**config.mk**
```make
export PLATFORM = sky130hd
export DESIGN_NAME = magnet_pass_detector_top
export DESIGN_NICKNAME = d
export VERILOG_FILES = /design/src/mpd_pkg.sv /design/src/magnet_pass_detector_top.sv /design/src/mpd_cfg_regs.sv /design/src/mpd_magnet_check.sv
export SDC_FILE = /design/constraint.sdc
export NUM_CORES = 1
export LEC_CHECK = 0
export BUFFER_PORTS_ARGS = -buffer_cell sky130_fd_sc_hd__buf_2
export CORE_AREA = 3 3 156 158
export CTS_CLUSTER_DIAMETER = 60
export DETAILED_ROUTE_END_ITERATION = 7
export DIE_AREA = 0 0 159 161
export GPL_TIMING_DRIVEN = 0
export PLACE_DENSITY = 0.77
export SLEW_MARGIN = 0
export SYNTH_ARGS = -nofsm -noshare
export SYNTH_HDL_FRONTEND = slang
export SYNTH_SLANG_ARGS = --single-unit
export TNS_END_PERCENT = 30
```
**constraint.sdc**
```tcl
create_clock -name clk -period 5.8 [get_ports clk]
set_clock_uncertainty 0.2 [all_clocks]
set_input_delay 0.58 -clock clk [delete_from_list [all_inputs] [get_ports clk]]
set_output_delay 0.58 -clock clk [all_outputs]
set_load 0.02 [all_outputs]
```
**src/mpd_pkg.sv**
```systemverilog
// Shared constants and types for the magnet pass detector.
// No dependencies; every other file takes names from here by scope.
package mpd_pkg;

	localparam int ANGLE_WIDTH     = 16;
	localparam int COUNT_WIDTH     = 16;
	localparam int CFG_DATA_WIDTH  = 16;
	localparam int CFG_INDEX_WIDTH = 8;
	localparam int NUM_MAGNETS     = 3;

	// Register indexes of the configuration port
	localparam logic [CFG_INDEX_WIDTH-1:0] REG_MAGNET_POS_A  = CFG_INDEX_WIDTH'(0);
	localparam logic [CFG_INDEX_WIDTH-1:0] REG_MAGNET_POS_B  = CFG_INDEX_WIDTH'(1);
	localparam logic [CFG_INDEX_WIDTH-1:0] REG_MAGNET_POS_C  = CFG_INDEX_WIDTH'(2);
	localparam logic [CFG_INDEX_WIDTH-1:0] REG_DETECT_WINDOW = CFG_INDEX_WIDTH'(3);

	// Reset values
	localparam logic [CFG_DATA_WIDTH-1:0] RST_MAGNET_POS_A  = CFG_DATA_WIDTH'(0);
	localparam logic [CFG_DATA_WIDTH-1:0] RST_MAGNET_POS_B  = CFG_DATA_WIDTH'(21845);
	localparam logic [CFG_DATA_WIDTH-1:0] RST_MAGNET_POS_C  = CFG_DATA_WIDTH'(43691);
	localparam logic [CFG_DATA_WIDTH-1:0] RST_DETECT_WINDOW = CFG_DATA_WIDTH'(910);

	localparam logic [ANGLE_WIDTH-1:0] HALF_TURN = ANGLE_WIDTH'(1) << (ANGLE_WIDTH - 1);

	typedef struct packed {
		logic [NUM_MAGNETS-1:0][ANGLE_WIDTH-1:0] mag;
		logic [CFG_DATA_WIDTH-1:0]               window;
	} cfg_t;

endpackage

```
**src/magnet_pass_detector_top.sv**
```systemverilog
// Magnet pass detector, top level: input stage, three magnet checks, result stage.
// Depends on mpd_pkg, mpd_cfg_regs and mpd_magnet_check.
//
// One item per clock is sustained while the output is not stalled: an angle pair is
// taken into the input register, the three magnet checks run side by side
// combinationally on it, and the hits and updated pass counters land in the result
// register, which drives out_valid. A stalled output holds the result register, then
// the input register, then the input. The hit flags and pass counters are the result
// register itself; reset clears them to zero. Configuration writes are always ready
// and take effect at once; write them only while no item is in flight.
module magnet_pass_detector_top (
	input  logic                                clk,
	input  logic                                arst_n,
	input  logic                                cfg_valid,
	output logic                                cfg_ready,
	input  logic [mpd_pkg::CFG_INDEX_WIDTH-1:0] cfg_index,
	input  logic [mpd_pkg::CFG_DATA_WIDTH-1:0]  cfg_data,
	input  logic                                in_valid,
	output logic                                in_ready,
	input  logic [mpd_pkg::ANGLE_WIDTH-1:0]     from_angle,
	input  logic [mpd_pkg::ANGLE_WIDTH-1:0]     to_angle,
	output logic                                out_valid,
	input  logic                                out_ready,
	output logic                                sensor_level,
	output logic                                hit_a,
	output logic                                hit_b,
	output logic                                hit_c,
	output logic [mpd_pkg::COUNT_WIDTH-1:0]     passes_a,
	output logic [mpd_pkg::COUNT_WIDTH-1:0]     passes_b,
	output logic [mpd_pkg::COUNT_WIDTH-1:0]     passes_c
);

	localparam int NM = mpd_pkg::NUM_MAGNETS;

	mpd_pkg::cfg_t cfg;

	logic                                      valid_s1;
	logic [mpd_pkg::ANGLE_WIDTH-1:0]           from_s1;
	logic [mpd_pkg::ANGLE_WIDTH-1:0]           to_s1;
	logic                                      valid_s2;
	logic [NM-1:0]                             hit;
	logic [NM-1:0]                             prev_hit_q;
	logic [NM-1:0][mpd_pkg::COUNT_WIDTH-1:0]   pass_count_q;
	logic                                      adv_s2;

	assign cfg_ready = 1'b1;

	mpd_cfg_regs u_cfg (
		.clk       (clk),
		.arst_n    (arst_n),
		.cfg_valid (cfg_valid),
		.cfg_index (cfg_index),
		.cfg_data  (cfg_data),
		.cfg       (cfg)
	);

	for (genvar k = 0; k < NM; k++) begin : g_mag
		mpd_magnet_check u_check (
			.mag        (cfg.mag[k]),
			.from_angle (from_s1),
			.to_angle   (to_s1),
			.window     (cfg.window),
			.hit        (hit[k])
		);
	end

	// advance stage 1 into the result stage when that stage is free or draining
	assign adv_s2   = valid_s1 && (!valid_s2 || out_ready);
	assign in_ready = !valid_s1 || adv_s2;

	always_ff @(posedge clk or negedge arst_n) begin
		if (!arst_n) begin
			valid_s1 <= 1'b0;
		end else if (in_ready) begin
			valid_s1 <= in_valid;
		end
	end

	always_ff @(posedge clk) begin
		if (in_valid && in_ready) begin
			from_s1 <= from_angle;
			to_s1   <= to_angle;
		end
	end

	always_ff @(posedge clk or negedge arst_n) begin
		if (!arst_n) begin
			valid_s2     <= 1'b0;
			prev_hit_q   <= '0;
			pass_count_q <= '0;
		end else begin
			if (adv_s2) begin
				valid_s2 <= 1'b1;
			end else if (out_ready) begin
				valid_s2 <= 1'b0;
			end
			if (adv_s2) begin
				prev_hit_q <= hit;
				for (int k = 0; k < NM; k++) begin
					// count rising edges of each hit
					if (hit[k] && !prev_hit_q[k]) begin
						pass_count_q[k] <= pass_count_q[k] + mpd_pkg::COUNT_WIDTH'(1);
					end
				end
			end
		end
	end

	assign out_valid    = valid_s2;
	assign sensor_level = ~|prev_hit_q;
	assign hit_a        = prev_hit_q[0];
	assign hit_b        = prev_hit_q[1];
	assign hit_c        = prev_hit_q[2];
	assign passes_a     = pass_count_q[0];
	assign passes_b     = pass_count_q[1];
	assign passes_c     = pass_count_q[2];

endmodule

```
**src/mpd_cfg_regs.sv**
```systemverilog
// Configuration register file: magnet positions and detection window.
// Depends on mpd_pkg.
module mpd_cfg_regs (
	input  logic                                clk,
	input  logic                                arst_n,
	input  logic                                cfg_valid,
	input  logic [mpd_pkg::CFG_INDEX_WIDTH-1:0] cfg_index,
	input  logic [mpd_pkg::CFG_DATA_WIDTH-1:0]  cfg_data,
	output mpd_pkg::cfg_t                       cfg
);

	always_ff @(posedge clk or negedge arst_n) begin
		if (!arst_n) begin
			cfg.mag[0] <= mpd_pkg::ANGLE_WIDTH'(mpd_pkg::RST_MAGNET_POS_A);
			cfg.mag[1] <= mpd_pkg::ANGLE_WIDTH'(mpd_pkg::RST_MAGNET_POS_B);
			cfg.mag[2] <= mpd_pkg::ANGLE_WIDTH'(mpd_pkg::RST_MAGNET_POS_C);
			cfg.window <= mpd_pkg::RST_DETECT_WINDOW;
		end else if (cfg_valid) begin
			unique case (cfg_index)
				mpd_pkg::REG_MAGNET_POS_A:  cfg.mag[0] <= cfg_data[mpd_pkg::ANGLE_WIDTH-1:0];
				mpd_pkg::REG_MAGNET_POS_B:  cfg.mag[1] <= cfg_data[mpd_pkg::ANGLE_WIDTH-1:0];
				mpd_pkg::REG_MAGNET_POS_C:  cfg.mag[2] <= cfg_data[mpd_pkg::ANGLE_WIDTH-1:0];
				mpd_pkg::REG_DETECT_WINDOW: cfg.window <= cfg_data;
				default: begin
					// unknown index: drop the write
				end
			endcase
		end
	end

endmodule

```
**src/mpd_magnet_check.sv**
```systemverilog
// Per-magnet hit logic: circular window test plus strict crossing test.
// Depends on mpd_pkg.
module mpd_magnet_check (
	input  logic [mpd_pkg::ANGLE_WIDTH-1:0]    mag,
	input  logic [mpd_pkg::ANGLE_WIDTH-1:0]    from_angle,
	input  logic [mpd_pkg::ANGLE_WIDTH-1:0]    to_angle,
	input  logic [mpd_pkg::CFG_DATA_WIDTH-1:0] window,
	output logic                               hit
);

	localparam int AW = mpd_pkg::ANGLE_WIDTH;
	localparam int CW = (AW > mpd_pkg::CFG_DATA_WIDTH) ? AW : mpd_pkg::CFG_DATA_WIDTH;

	logic [AW-1:0] ofs;
	logic [AW-1:0] gap;
	logic [AW-1:0] move;
	logic          move_half;
	logic          from_lt_to;
	logic          from_gt_to;
	logic          fwd;
	logic          bwd;
	logic          in_win;
	logic          crossed;

	always_comb begin
		// shortest circular distance from the magnet
		ofs    = to_angle - mag;
		gap    = (ofs > mpd_pkg::HALF_TURN) ? (~ofs + AW'(1)) : ofs;
		in_win = CW'(gap) <= CW'(window);

		// direction of motion after wrapping the delta into a half turn
		move       = to_angle - from_angle;
		move_half  = move == mpd_pkg::HALF_TURN;
		from_lt_to = from_angle < to_angle;
		from_gt_to = from_angle > to_angle;
		fwd = (move != '0) && (move_half ? from_lt_to : !move[AW-1]);
		bwd = move_half ? from_gt_to : move[AW-1];

		if (fwd) begin
			crossed = from_lt_to ? (mag > from_angle && mag < to_angle)
			                     : (mag > from_angle || mag < to_angle);
		end else if (bwd) begin
			crossed = from_gt_to ? (mag < from_angle && mag > to_angle)
			                     : (mag < from_angle || mag > to_angle);
		end else begin
			crossed = 1'b0;
		end

		hit = in_win || crossed;
	end

endmodule

```
* Yosys cells after proc, flatten, opt, wreduce, memory -nomap -nowiden
Cells that the tools add are included.
Widths: inputs -> output; s select.
** Storage, ports and cells
- Memories :: 0
- Bits in read-only memories :: 0
- Input bits :: 61
- Register bits :: 149
- Output and inout bits :: 55
- Memory bits (writable) :: 0
- Bits in latches :: 0
** Cells by class
- $lt $le $gt $ge :: 20
- $mul :: 0
- Multiplexer cells :: 19
- Bitwise logic cells :: 3
- Equal/unequal tests :: 4
- Reductions and logical operators :: 41
- Divide/modulo/power cells :: 0
- Add/sub/neg operators :: 10
- Shifts and indexed selects :: 0
** Operators by type and width (count)
- $gt 16x16->1 :: 7
- $lt 16x16->1 :: 7
- $add 16x1->16 const B :: 6
- $sub 16x16->16 :: 4
- $gt 16x16->1 const B :: 3
- $le 16x16->1 :: 3
- $mux 16 :: 3
- $not 16->16 :: 3
- $eq 16x16->1 const B :: 1
- $eq 8x2->1 const B :: 2
- $mux 1 :: 16
- $reduce_bool 16->1 :: 1
- $reduce_and 2->1 :: 7
- $logic_and 1x1->1 :: 12
- $logic_or 1x1->1 :: 11
- $eq 8x1->1 const B :: 1
- $logic_not 8->1 :: 1
- $logic_not 1->1 :: 7
- $reduce_or 3->1 :: 1
- $reduce_bool 2->1 :: 1

* Depth between registers and ports, before layout
Gate-level depths: netlist of run 1.
- Depth after elaboration :: 8
- Gate-level depth with buffers :: 30
- Mapped depth without buffers :: 27

* Cells and area by module
Synthesis of run 1 repeated with hierarchy kept, for this count alone.
** Second synthesis, totals
- Cells, all modules :: 1751
- Area, all modules :: 15677.5 sq um
** By module, submodules not included
- magnet_pass_detector_top :: area an instance 3405.8 sq um, cells an instance 239, instances 1, seq. area each 2287.2 sq um
- mpd_magnet_check (g_mag[1].u_check) :: area an instance 3387.0 sq um, cells an instance 475, instances 1, seq. area each 0.0 sq um
- mpd_magnet_check (g_mag[0].u_check) :: area an instance 3256.9 sq um, cells an instance 460, instances 1, seq. area each 0.0 sq um
- mpd_magnet_check (g_mag[2].u_check) :: area an instance 3124.2 sq um, cells an instance 437, instances 1, seq. area each 0.0 sq um
- mpd_cfg_regs :: area an instance 2503.7 sq um, cells an instance 140, instances 1, seq. area each 1630.3 sq um

* Least setup slack after synthesis of run 1
OpenSTA, ideal clock, no wires.
- Kind :: flip-flop to flip-flop
- From :: register u_cfg.cfg[32] (netlist name)
- To :: register pass_count_q, in the netlist passes_b[1]
- Setup time :: 0.125 ns
- Cell stages (with the launch flop) :: 26
- Slack :: -0.279 ns
- Arrival time :: 5.754 ns
- Path buffers :: 0
- Required time :: 5.475 ns
- Period minus slack after synthesis :: 6.079 ns
- Cell sequence :: dfstp_2 -> ha_1 -> inv_1 -> fa_1 -> a21o_1 -> a221oi_1 -> o21bai_1 -> a21oi_1 -> nor2b_1 -> a311oi_1 -> nor4b_2 -> nor4b_4 -> nor2_1 -> mux2_2 -> ha_1 -> nor2b_1 -> o21a_1 -> o21a_1 -> o211ai_1 -> a21oi_1 -> a2111oi_0 -> nor3_1 -> o211ai_1 -> mux2i_1 -> nor3_1 -> mux2_2
** On the way
- Cells in the longest elaborated chain, start to end :: 8
- Elaborated cells between the ends (all ways) :: 21
- Classes of those cells :: add/sub: 2; order compare: 6; mux: 5; bitwise: 1; reduce/logical: 7
** Ends and longest elaborated chain
- $sub 16x16->16, or another cell as far along :: RTL line mpd_magnet_check.sv:27 : ofs = to_angle - mag;
- $not 16->16, or another cell as far along :: RTL line mpd_magnet_check.sv:28 : gap = (ofs > mpd_pkg::HALF_TURN) ? (~ofs + AW'(1)) : ofs;
- $add 16x1->16 / $mux 1 (equally long branches) :: RTL line mpd_magnet_check.sv:28, mpd_magnet_check.sv:43
- $mux 16 / $mux 1 (equally long branches) :: RTL line mpd_magnet_check.sv:28, mpd_magnet_check.sv:42
- $le 16x16->1 / $mux 1 (equally long branches) :: RTL line mpd_magnet_check.sv:29, mpd_magnet_check.sv:39
- $logic_or 1x1->1 (*) :: RTL line mpd_magnet_check.sv:49 : hit = in_win || crossed;
- $logic_and 1x1->1 (*) :: RTL line magnet_pass_detector_top.sv:101 : if (hit[k] && !prev_hit_q[k]) begin
- $reduce_and 2->1 (no line) (*)
- end signal, assigned by index :: RTL line magnet_pass_detector_top.sv:102 : pass_count_q[k] <= pass_count_q[k] + mpd_pkg::COUNT_WIDTH'(1);
- end, declared :: RTL line magnet_pass_detector_top.sv:43 : logic [NM-1:0][mpd_pkg::COUNT_WIDTH-1:0] pass_count_q;
Mark *: on every way between the ends. The rest lies on a longest branch, timed or not.
A chain may end at the register's enable or synchronous reset.

* Worst setup path after layout of run 1
- From :: register to_s1[0] (netlist name)
- To :: register pass_count_q, in the netlist passes_a[1]
** On the way
- Cells in the longest elaborated chain, start to end :: 8
- Elaborated cells between the ends (all ways) :: 28
- Classes of those cells :: add/sub: 3; order compare: 6; eq/ne: 1; mux: 7; bitwise: 1; reduce/logical: 10
** Ends and longest elaborated chain
- start, declared :: RTL line magnet_pass_detector_top.sv:39 : logic [mpd_pkg::ANGLE_WIDTH-1:0] to_s1;
- start signal, assigned :: RTL line magnet_pass_detector_top.sv:82 : to_s1 <= to_angle;
- $sub 16x16->16, or another cell as far along :: RTL line mpd_magnet_check.sv:27
- $not 16->16, or another cell as far along :: RTL line mpd_magnet_check.sv:28
- $add 16x1->16, or another cell as far along :: RTL line mpd_magnet_check.sv:28
- $mux 16, or another cell as far along :: RTL line mpd_magnet_check.sv:28
- $le 16x16->1 / $mux 1 (equally long branches) :: RTL line mpd_magnet_check.sv:29, mpd_magnet_check.sv:39
- $logic_or 1x1->1 (*) :: RTL line mpd_magnet_check.sv:49
- $logic_and 1x1->1 (*) :: RTL line magnet_pass_detector_top.sv:101
- $reduce_and 2->1 (no line) (*)
Marked as above.

==> reports/qor.yml, run 1 <==
setup_path:
  cp-end-kind: "flop"
  crit_path_max_fanout: 6
  critPathKind: "reg2reg"
  crit_required_ns: 5.91
  setup.worst_path.start_class: "flop"
  reg2regPathDepth: 27
  cp.arrival_ns: 6.29
logic_synthesis:
  synth_edf_count: 32
  synth_area_mm2: 0.01269
  seq_area_frac_synth: 0.3088
  yosysWarningCount: 0
  synthArstFlopShare: 0.7852
  synthTopCellsByArea: "dfrtp_1 19%, ha_1 17%, edfxtp_1 7.6%, dfstp_2 4.8%, mux2_2 4.7%"
  synth_top_area_cell: "dfrtp_1"
  syn-num-nets: 1610
  synth_top_cell_area_share: 0.1854
  synth_area_per_cell_um2: 9.219
  syn_inst: 1376
  ys_types: 78
  yosys_register_bits: 149
  ys.flop_type: "dfrtp_1"
sta:
  maxSlewViolCount: 0
  rsz0062_at_grt: "true"
  finalCritPeriodShare: 1.066
  fmax_mhz: 161.7
  fin_crit_ns: 6.184
  fin_tns_setup_ns: -8.951
  layout_setup_ws_ns: -0.3844
  setup_viol: 48
  hold_viol: 0
  worst_hold_slack_ns: 0.1222
  worstMarginPinSlew_ns: 1.034
  slew_headroom: 0.3088
place:
  gp_congestion: 0.9643
  dp_cells: 1810
  hpwl_um: 27100
  pre_cts_slack_ns: -1.763
  portBuffers: 114
  place_area_mm2: 0.01373
cts:
  clock-sinks: 149
  clockBufferDepth: 2
  cts_tree: "yes"
  cts_root_buffer: "clkbuf_16"
  clock_latency_ns: 0.43
  cts_buffers: 17
  clkSlewWorstSetupHoldPaths_ns: 0.07
  htreeDepth: 4
cells_and_area:
  antenna-diode-count: 0
  nFillCells: 1840
  fin_area_mm2: 0.01530
  final_nets: 1799
  layout-drive-gt1-share: 0.2522
  layout_common_cells: "165 x ha_1, 119 x inv_1, 117 x buf_2"
  fin_util: 0.6577
  final_common_cell: "ha_1"
  area_delta_synth_final_pct: 20.60
  final_cells: 1897
power:
  p_comb_frac: 0.416
  power_switching_mw: 1.618
  pwr-share-clk: 0.264
  max-vdd-ir-drop_v: 0.0002495
  seqPwrFrac: 0.320
  power.internal_mw: 2.512
  power.leakage_nw: 7.035
  pwr_density_cell_mw_per_mm2: 269.9
  switching_share: 0.3918
  finalPower_mw: 4.130
flow_run:
  max_cap_violations: 0
outcome:
  status: "complete, but fails checks"
  violations: "negative setup slack"
detailed_routing:
  drtIter0Drc: 649
  routed_wl_um: 37190
  routedWlPerCell_um: 19.61
  drc: 0
  vias: 11560
  drtAntennaViolNets: 0
  dr.pass1.iters: 5
  via_per_inst: 6.091
grt:
  grt_pass1_wl_um: 57040
  grt_pass1_vias: 11340
  overflow: 0
  grt_max_degree: 75
  antenna_found_initial: 0
  track_usage: 0.2786
floorplanning:
  die_area_mm2: 0.02560
  io_pins: 116
  die_h_um: 161
  initial_core_util: 0.5453
  core-area_mm2: 0.02326
  fp-row-count: 56
  die_w_um: 159
min_path:
  hp-class: "in2reg"
  hold_path_depth: 1
## cells in the mapped netlist, types with 4 or more instances
cell and n:
o211ai_1 18, nand3_1 38, ha_1 169, o21ai_0 57, a221oi_1 4, dfrtp_1 94
a211o_1 5, edfxtp_1 32, nor2b_1 17, nor3_1 47, o21a_1 16, or2_2 9
nor2_1 66, a21oi_1 70, nand2_1 87, dfstp_2 23, o21bai_1 7, o21ai_1 10
or4_1 5, nand4_1 53, clkbuf_1 19, and3_1 13, inv_1 120, mux2_2 53
o22ai_1 5, a21o_1 48, xnor2_1 66, o31ai_1 10, nand3b_1 7, nor4_1 15
or3_1 8, xor2_1 56, a211oi_1 17, buf_2 4, mux2i_1 4, fa_1 4
a2111oi_0 5, nor3b_1 9, and2_1 6, a31oi_1 10, nand2b_1 16
## kinds of logic (layout without fill, tap and decap cells)
kind of cell	Yosys count	count (layout)	synth area share
AO/OA/AOI/OAI	310	310	0.1608
XOR/XNOR	122	122	0.08423
adder cells (fa/ha/maj)	176	176	0.1754
buffers and inverters	148	350	0.04655
flip-flops	149	149	0.3088
multiplexers	57	57	0.05020
other	1	1	0.0002956
AND/OR/NAND/NOR	413	413	0.1738
## worst paths after layout
kind                         startpoint      endpoint  slack [ns]
setup / recovery               to_s1[0]   passes_a[1]       -0.38
hold / removal              to_angle[7]      to_s1[7]        0.12
setup reg to reg               to_s1[0]   passes_a[1]       -0.38
hold reg to reg            passes_b[15]  passes_b[15]        0.27
max in group asynchronous        arst_n  u_cfg.cfg[7]        4.20
min in group asynchronous        arst_n  passes_b[11]        0.43
## what timing repair did
item	in CTS	in global routing
hold buffers	1	0
pin swaps	31	31
setup endpoints to repair	51	50
setup buffers	38	21
hold endpoints to repair	33	0
cloned	1	2
gates resized for setup	71	54
## sequential cells by signal, indices dropped and copies added (netlist names), 3 cells and up
name	count
u_cfg.cfg	64
from_s1	16
passes_a	16
passes_b	16
passes_c	16
to_s1	16
prev_hit_q	3
## worst max-delay path: stages (launching register included)
cell and delay, ns:
edfxtp_1 0.41, inv_4 0.12, ha_1 0.15, inv_1 0.05, fa_2 0.39, nand2_2 0.09
nand2_2 0.07, a211oi_4 0.33, nand3_2 0.17, a31oi_4 0.20, nand2b_4 0.09, or4b_4 0.53
or4b_4 0.53, o41a_1 0.44, nand2_1 0.12, xor2_1 0.18, ha_1 0.27, a21o_1 0.18
a21o_1 0.18, a21oi_1 0.14, nor2b_1 0.06, o21ai_1 0.12, nand2_1 0.08, o21ai_2 0.19
a21oi_2 0.08, nor3_4 0.19, buf_6 0.16, mux2_2 0.33
## area by class of cell
type                       instances  area (um^2)  area share
multi-input combinational       1079         8746      0.5716
sequential                       149         3918      0.2561
timing repair buffer             174         1084     0.07082
inverter                         120        452.9     0.02960
clock buffer                      17        425.4     0.02780
tap                              319        399.1     0.02609
clock inverter                    15        142.6    0.009323
buffer                            24        132.6    0.008669
## power groups by stage
stage / registers (mW) / logic, mW / clock network (mW)
after floorplan: 1.38 / 1.00 / 0
after global placement: 1.33 / 1.41 / 0
after detailed placement: 1.33 / 1.46 / 0
after CTS: 1.32 / 1.59 / 1.10
after global routing: 1.34 / 1.88 / 1.15
final: 1.32 / 1.72 / 1.09
## metal layers
layer | track usage | part of all wire
met4 | 0.1679 | 0.064
met5 | 0 | 0
met1 | 0.3216 | 0.38
met3 | 0.03975 | 0.062
met2 | 0.4922 | 0.49
(Power assumes the default switching activity.)
==> run 2: changes to the inputs <==
--- a/config.mk
+++ b/config.mk
@@ -6,14 +6,15 @@
 export NUM_CORES = 1
 export LEC_CHECK = 0
 export BUFFER_PORTS_ARGS = -buffer_cell sky130_fd_sc_hd__buf_2
-export CORE_AREA = 3 3 156 158
+export CORE_AREA = 3 3 173 175
 export CTS_CLUSTER_DIAMETER = 60
 export DETAILED_ROUTE_END_ITERATION = 7
-export DIE_AREA = 0 0 159 161
+export DIE_AREA = 0 0 176 178
 export GPL_TIMING_DRIVEN = 0
-export PLACE_DENSITY = 0.77
+export PLACE_DENSITY = 0.76
 export SLEW_MARGIN = 0
 export SYNTH_ARGS = -nofsm -noshare
 export SYNTH_HDL_FRONTEND = slang
+export SYNTH_HIERARCHICAL = 1
 export SYNTH_SLANG_ARGS = --single-unit
 export TNS_END_PERCENT = 30
==> reports/qor.yml, run 2 <==
sta:
  fmax_mhz: 163.1
  setup_viol: 46
  finalCritPeriodShare: 1.057
  rsz0062_at_grt: "true"
  slew_headroom: 0.5108
  hold_viol: 0
  layout_setup_ws_ns: -0.3295
  fin_crit_ns: 6.129
  maxSlewViolCount: 0
  worstMarginPinSlew_ns: 0.7338
logic_synthesis:
  syn_inst: 1751
  synthTopCellsByArea: "ha_1 16%, dfrtp_1 15%, edfxtp_1 6.1%, mux2_2 5.2%, xnor2_1 4.4%"
  yosys_register_bits: 149
  syn-num-nets: 2019
  ys_types: 128
  synth_top_cell_area_share: 0.1604
  seq_area_frac_synth: 0.2499
  ys.flop_type: "dfrtp_1"
  synth_area_mm2: 0.01568
  synthArstFlopShare: 0.7852
  post-synth-top-count-cell: "ha_1"
  synth_area_per_cell_um2: 8.953
  ys_top_cells_by_count: "201 x ha_1, 184 x inv_1, 112 x a21oi_1"
  yosysWarningCount: 6
  synth_top_area_cell: "ha_1"
  synth_edf_count: 32
place:
  pre_cts_slack_ns: -1.164
  place_area_mm2: 0.01676
  gp_congestion: 0.9937
  portBuffers: 114
  hpwl_um: 36620
cts:
  clkSlewWorstSetupHoldPaths_ns: 0.07
  cts_tree: "yes"
  cts_buffers: 17
  clockBufferDepth: 2
  htreeDepth: 4
  cts_root_buffer: "clkbuf_16"
  clock-sinks: 149
  clock_latency_ns: 0.43
outcome:
  status: "complete, but fails checks"
  violations: "negative setup slack"
grt:
  grt_pass1_wl_um: 76780
  antenna_found_initial: 0
  grt_pass1_vias: 14320
  grt_max_degree: 95
  overflow: 0
  track_usage: 0.3099
setup_path:
  worstReg2RegStart: "to_s1[0]"
  r2r_slack_ns: -0.33
  cp-end-kind: "flop"
  reg2regPathDepth: 27
  cp.arrival_ns: 6.24
  worstReg2RegEnd: "passes_c[10]"
  setup.worst_path.start_class: "flop"
  crit_path_start: "to_s1[0]"
  crit_end: "passes_c[10]"
  crit_path_max_fanout: 5
  crit_required_ns: 5.91
  critPathKind: "reg2reg"
detailed_routing:
  routed_wl_um: 49710
  drtAntennaViolNets: 0
  vias: 14800
  routedWlPerCell_um: 21.15
  drc: 0
  drtIter0Drc: 1254
  via_per_inst: 6.295
  dr.pass1.iters: 6
cells_and_area:
  regMostFlops: "u_cfg/cfg"
  area_delta_synth_final_pct: 17.37
  final_nets: 2222
  fin_area_mm2: 0.01840
  layout-drive-gt1-share: 0.2532
  largest_reg_flops: 64
  fin_util: 0.6428
  antenna-diode-count: 0
  layout_common_cells: "194 x ha_1, 178 x inv_1, 116 x buf_2"
  final_common_cell: "ha_1"
power:
  pwr_density_cell_mw_per_mm2: 232.3
  power.leakage_nw: 8.310
  finalPower_mw: 4.275
  max-vdd-ir-drop_v: 0.0002729
floorplanning:
  die_w_um: 176
  io_pins: 116
  initial_core_util: 0.5477
  die_h_um: 178
  die_area_mm2: 0.03133
  fp-row-count: 62
  core-area_mm2: 0.02863
flow_run:
  max_cap_violations: 0
min_path:
  hp-class: "in2reg"
## run 2: cell count changes after synthesis, sizes merged, moves of 15 or more
| cell | delta |
|---|---|
| nor3 | -19 |
| buf | +20 |
| mux2 | +25 |
| a21oi | +44 |
| xor2 | -15 |
| inv | +65 |
| nand3 | +19 |
| ha | +32 |
| nor2 | +22 |
## run 2: worst min path at each step
stage | startpoint | endpoint | cells past startpoint
final | from_angle[15] | from_s1[15] | 1
after global routing | to_angle[5] | to_s1[5] | 1
after CTS | to_angle[9] | to_s1[9] | 1
after detailed placement | arst_n | passes_c[9] | 1
after global placement | passes_b[15] | passes_b[15] | 1
after floorplan | arst_n | out_valid | 0
## run 2: report_power, final
part / leakage, nW / switching [mW] / internal [mW]
Clock: 0.283 / 0.507 / 0.611
Combinational: 6.23 / 1.05 / 0.791
Sequential: 1.80 / 0.148 / 1.17
Total: 8.31 / 1.70 / 2.58
## run 2: worst max-delay path: stages (launching register included)
cell and delay, ns:
edfxtp_1 0.45, buf_6 0.17, inv_6 0.06, ha_4 0.12, inv_2 0.03, fa_2 0.38, a211o_1 0.33, and3_4 0.21
buf_6 0.12, nor4_4 0.25, a21oi_2 0.06, or3b_4 0.42, or4b_4 0.57, a31o_1 0.24, ha_1 0.30, nor2b_4 0.13
o21a_1 0.16, o21a_1 0.18, o21ai_1 0.15, nand2b_1 0.09, a21oi_2 0.12, o211ai_1 0.13, nand3_1 0.18, a211o_4 0.18
and3b_1 0.18, nand4_1 0.24, nand2b_4 0.24, xnor2_1 0.13
## run 2: area by class of cell
class / count / area, um^2
timing repair buffer: 190 / 1225
tap: 384 / 480.5
fill: 2345 / 10220
multi-input combinational: 1370 / 11170
sequential: 149 / 3918
inverter: 185 / 704.4
clock inverter: 15 / 157.7
clock buffer: 17 / 425.4
buffer: 41 / 319.1
## run 2: per-layer routing
metal,GRT usage,share of wire,vias to the layer above
met5,0,0,-
met1,0.3962,0.41,7056
met3,0.04917,0.078,188
met2,0.5043,0.45,702
li1,-,-,6853
met4,0.1686,0.061,0
## run 2: metrics by stage
| stage | setup TNS (ns) | instances | hold slack (ns) |
|---|---|---|---|
| final | -7.597 | 2351 | 0.1231 |
| after global routing | -16.89 | 2351 | 0.1075 |
| after CTS | -3.918 | 2340 | 0.1079 |
| after detailed placement | -45.44 | 2250 | 0.2518 |
| after global placement | -41.06 | 2249 | 0.2528 |
| after floorplan | 0 | 1751 | 0.08441 |
## run 2: cell families after synthesis
group | share of synthesized area
buffers and inverters | 0.06680
flip-flops | 0.2499
XOR/XNOR | 0.06704
other | 0.0002392
adder cells (fa/ha/maj) | 0.1700
AND/OR/NAND/NOR | 0.1923
AO/OA/AOI/OAI | 0.1931
multiplexers | 0.06073
## run 2: repair_timing
action                                  in CTS  in global routing
endpoints found under the hold margin       23                  0
gates resized for setup                     74                 48
endpoints found under the setup margin      51                 51
hold buffers                                 1                  0
gates cloned                                 0                  0
pin swaps                                   63                 32
buffers inserted                            60                 14
==> run 3: changes to the inputs <==
--- a/config.mk
+++ b/config.mk
@@ -11,7 +11,7 @@
 export DETAILED_ROUTE_END_ITERATION = 7
 export DIE_AREA = 0 0 176 178
 export GPL_TIMING_DRIVEN = 0
-export PLACE_DENSITY = 0.76
+export PLACE_DENSITY_LB_ADDON = 0.15
 export SLEW_MARGIN = 0
 export SYNTH_ARGS = -nofsm -noshare
 export SYNTH_HDL_FRONTEND = slang
==> reports/qor.yml, run 3 (same netlist as run 2, synthesis figures left out) <==
outcome:
  status: "complete, but fails checks"
  violations: "negative setup slack"
cts:
  clock_latency_ns: 0.43
  clockBufferDepth: 2
  clkSlewWorstSetupHoldPaths_ns: 0.06
  cts_root_buffer: "clkbuf_16"
  htreeDepth: 4
  clock-sinks: 149
  cts_tree: "yes"
  cts_buffers: 17
place:
  place_area_mm2: 0.01676
  portBuffers: 114
  hpwl_um: 37100
  gp_congestion: 0.9823
cells_and_area:
  fin_area_mm2: 0.01858
  layout-drive-gt1-share: 0.2597
  layout_common_cells: "189 x ha_1, 178 x inv_1, 116 x buf_2"
  final_nets: 2234
  antenna-diode-count: 0
  regMostFlops: "u_cfg/cfg"
  fin_util: 0.6491
  nFillCells: 2450
  area_delta_synth_final_pct: 18.52
  largest_reg_flops: 64
  final_common_cell: "ha_1"
grt:
  overflow: 0
  grt_pass1_vias: 13860
  antenna_found_initial: 0
  grt_max_degree: 65
  track_usage: 0.3119
  grt_pass1_wl_um: 76300
power:
  power_switching_mw: 1.647
  switching_share: 0.3906
  power.leakage_nw: 8.358
  power.internal_mw: 2.570
  finalPower_mw: 4.218
  pwr_density_cell_mw_per_mm2: 227.0
  p_comb_frac: 0.440
  pwr-share-clk: 0.248
  max-vdd-ir-drop_v: 0.0002111
  seqPwrFrac: 0.311
setup_path:
  reg2regPathDepth: 27
  slowest_stage: "or4b_4"
  critPathKind: "reg2reg"
  critPathBufInv: 3
  worstReg2RegEnd: "passes_c[15]"
  crit_required_ns: 5.91
  r2r_slack_ns: -0.36
  crit_path_max_incr_delay_ns: 0.55
  cp.arrival_ns: 6.27
  worstReg2RegStart: "to_s1[0]"
  critPathTopFamily: "simple AND/OR/NAND/NOR gates"
  cp-end-kind: "flop"
  crit_path_max_fanout: 5
  setup.worst_path.start_class: "flop"
detailed_routing:
  drtIter0Drc: 1129
  via_per_inst: 6.177
  routed_wl_um: 50000
  routedWlPerCell_um: 21.16
  drc: 0
  drtAntennaViolNets: 0
  dr.pass1.iters: 7
  vias: 14600
sta:
  slew_headroom: 0.5176
  maxSlewViolCount: 0
  hold_viol: 0
  fin_crit_ns: 6.160
  finalCritPeriodShare: 1.062
  rsz0062_at_grt: "true"
  fin_tns_setup_ns: -10.27
  layout_setup_ws_ns: -0.3603
  worst_hold_slack_ns: 0.1245
  fmax_mhz: 162.3
  setup_viol: 47
  worstMarginPinSlew_ns: 0.7237
min_path:
  hp-class: "in2reg"
  worstHoldEndpoint: "to_s1[8]"
  hold_path_depth: 1
  holdCritStartpoint: "to_angle[8]"
flow_run:
  max_cap_violations: 0
floorplanning:
  core-area_mm2: 0.02863
  initial_core_util: 0.5477
  die_h_um: 178
  die_area_mm2: 0.03133
  fp-row-count: 62
  die_w_um: 176
  io_pins: 116
==> run 3: cell types whose count changed in the layout (fill, tap and decap cells not counted), sizes merged <==
cell      previous run  this run
buf                214       226
clkbuf              32        34
clkinv               2         5
clkinvlp             2         4
inv                195       188
==> run 3: through the flow <==
step / setup WS [ns] / cells
6_report: -0.3603 / 2363
3_3_place_gp: -1.095 / 2249
3_5_place_dp: -1.246 / 2250
5_1_grt: -0.5993 / 2363
4_1_cts: -0.2822 / 2343
2_1_floorplan: 0.09430 / 1751
==> run 3: power groups by stage <==
stage,Sequential (mW),Clock [mW],Combinational (mW)
2_1_floorplan,1.35,0,1.14
3_3_place_gp,1.34,0,1.57
3_5_place_dp,1.35,0,1.61
4_1_cts,1.31,1.06,1.76
5_1_grt,1.32,1.11,2.04
6_report,1.31,1.05,1.86
==> run 3: cell type report <==
| class | count | area (um^2) | area share |
|---|---|---|---|
| Buffer | 41 | 322.8 | 0.01737 |
| Clock buffer | 19 | 432.9 | 0.02330 |
| Clock inverter | 13 | 107.6 | 0.005791 |
| Inverter | 185 | 706.9 | 0.03805 |
| Multi-Input combinational cell | 1370 | 11280 | 0.6071 |
| Sequential cell | 149 | 3918 | 0.2108 |
| Tap cell | 384 | 480.5 | 0.02586 |
| Timing Repair Buffer | 202 | 1331 | 0.07165 |
==> run 3: worst max-delay path by stage <==
stage / cells after the start / slack (ns) / start / endpoint
floorplan: 26 / 0.09 / u_cfg/cfg[48] / passes_c[10]
global placement: 25 / -1.09 / to_s1[1] / passes_a[14]
detailed placement: 24 / -1.25 / to_s1[1] / passes_a[1]
CTS: 28 / -0.28 / to_s1[0] / passes_c[9]
global route: 28 / -0.60 / to_s1[0] / passes_c[11]
finish: 27 / -0.36 / to_s1[0] / passes_c[15]
==> run 3: what timing repair did <==
action                     CTS  global route
pin swaps                   75            58
hold buffers                 1             0
setup endpoints to repair   51            51
cloned                       0             0
setup buffers               62            25
hold endpoints to repair    53             0
gates resized for setup     88            46
==> run 3: per-layer routing <==
| metal | global-route usage | wire length [um] |
|---|---|---|
| met5 | 0 | 0 |
| met2 | 0.5161 | 23250 |
| met1 | 0.4074 | 21660 |
| met4 | 0.1310 | 2163 |
| met3 | 0.04917 | 2925 |
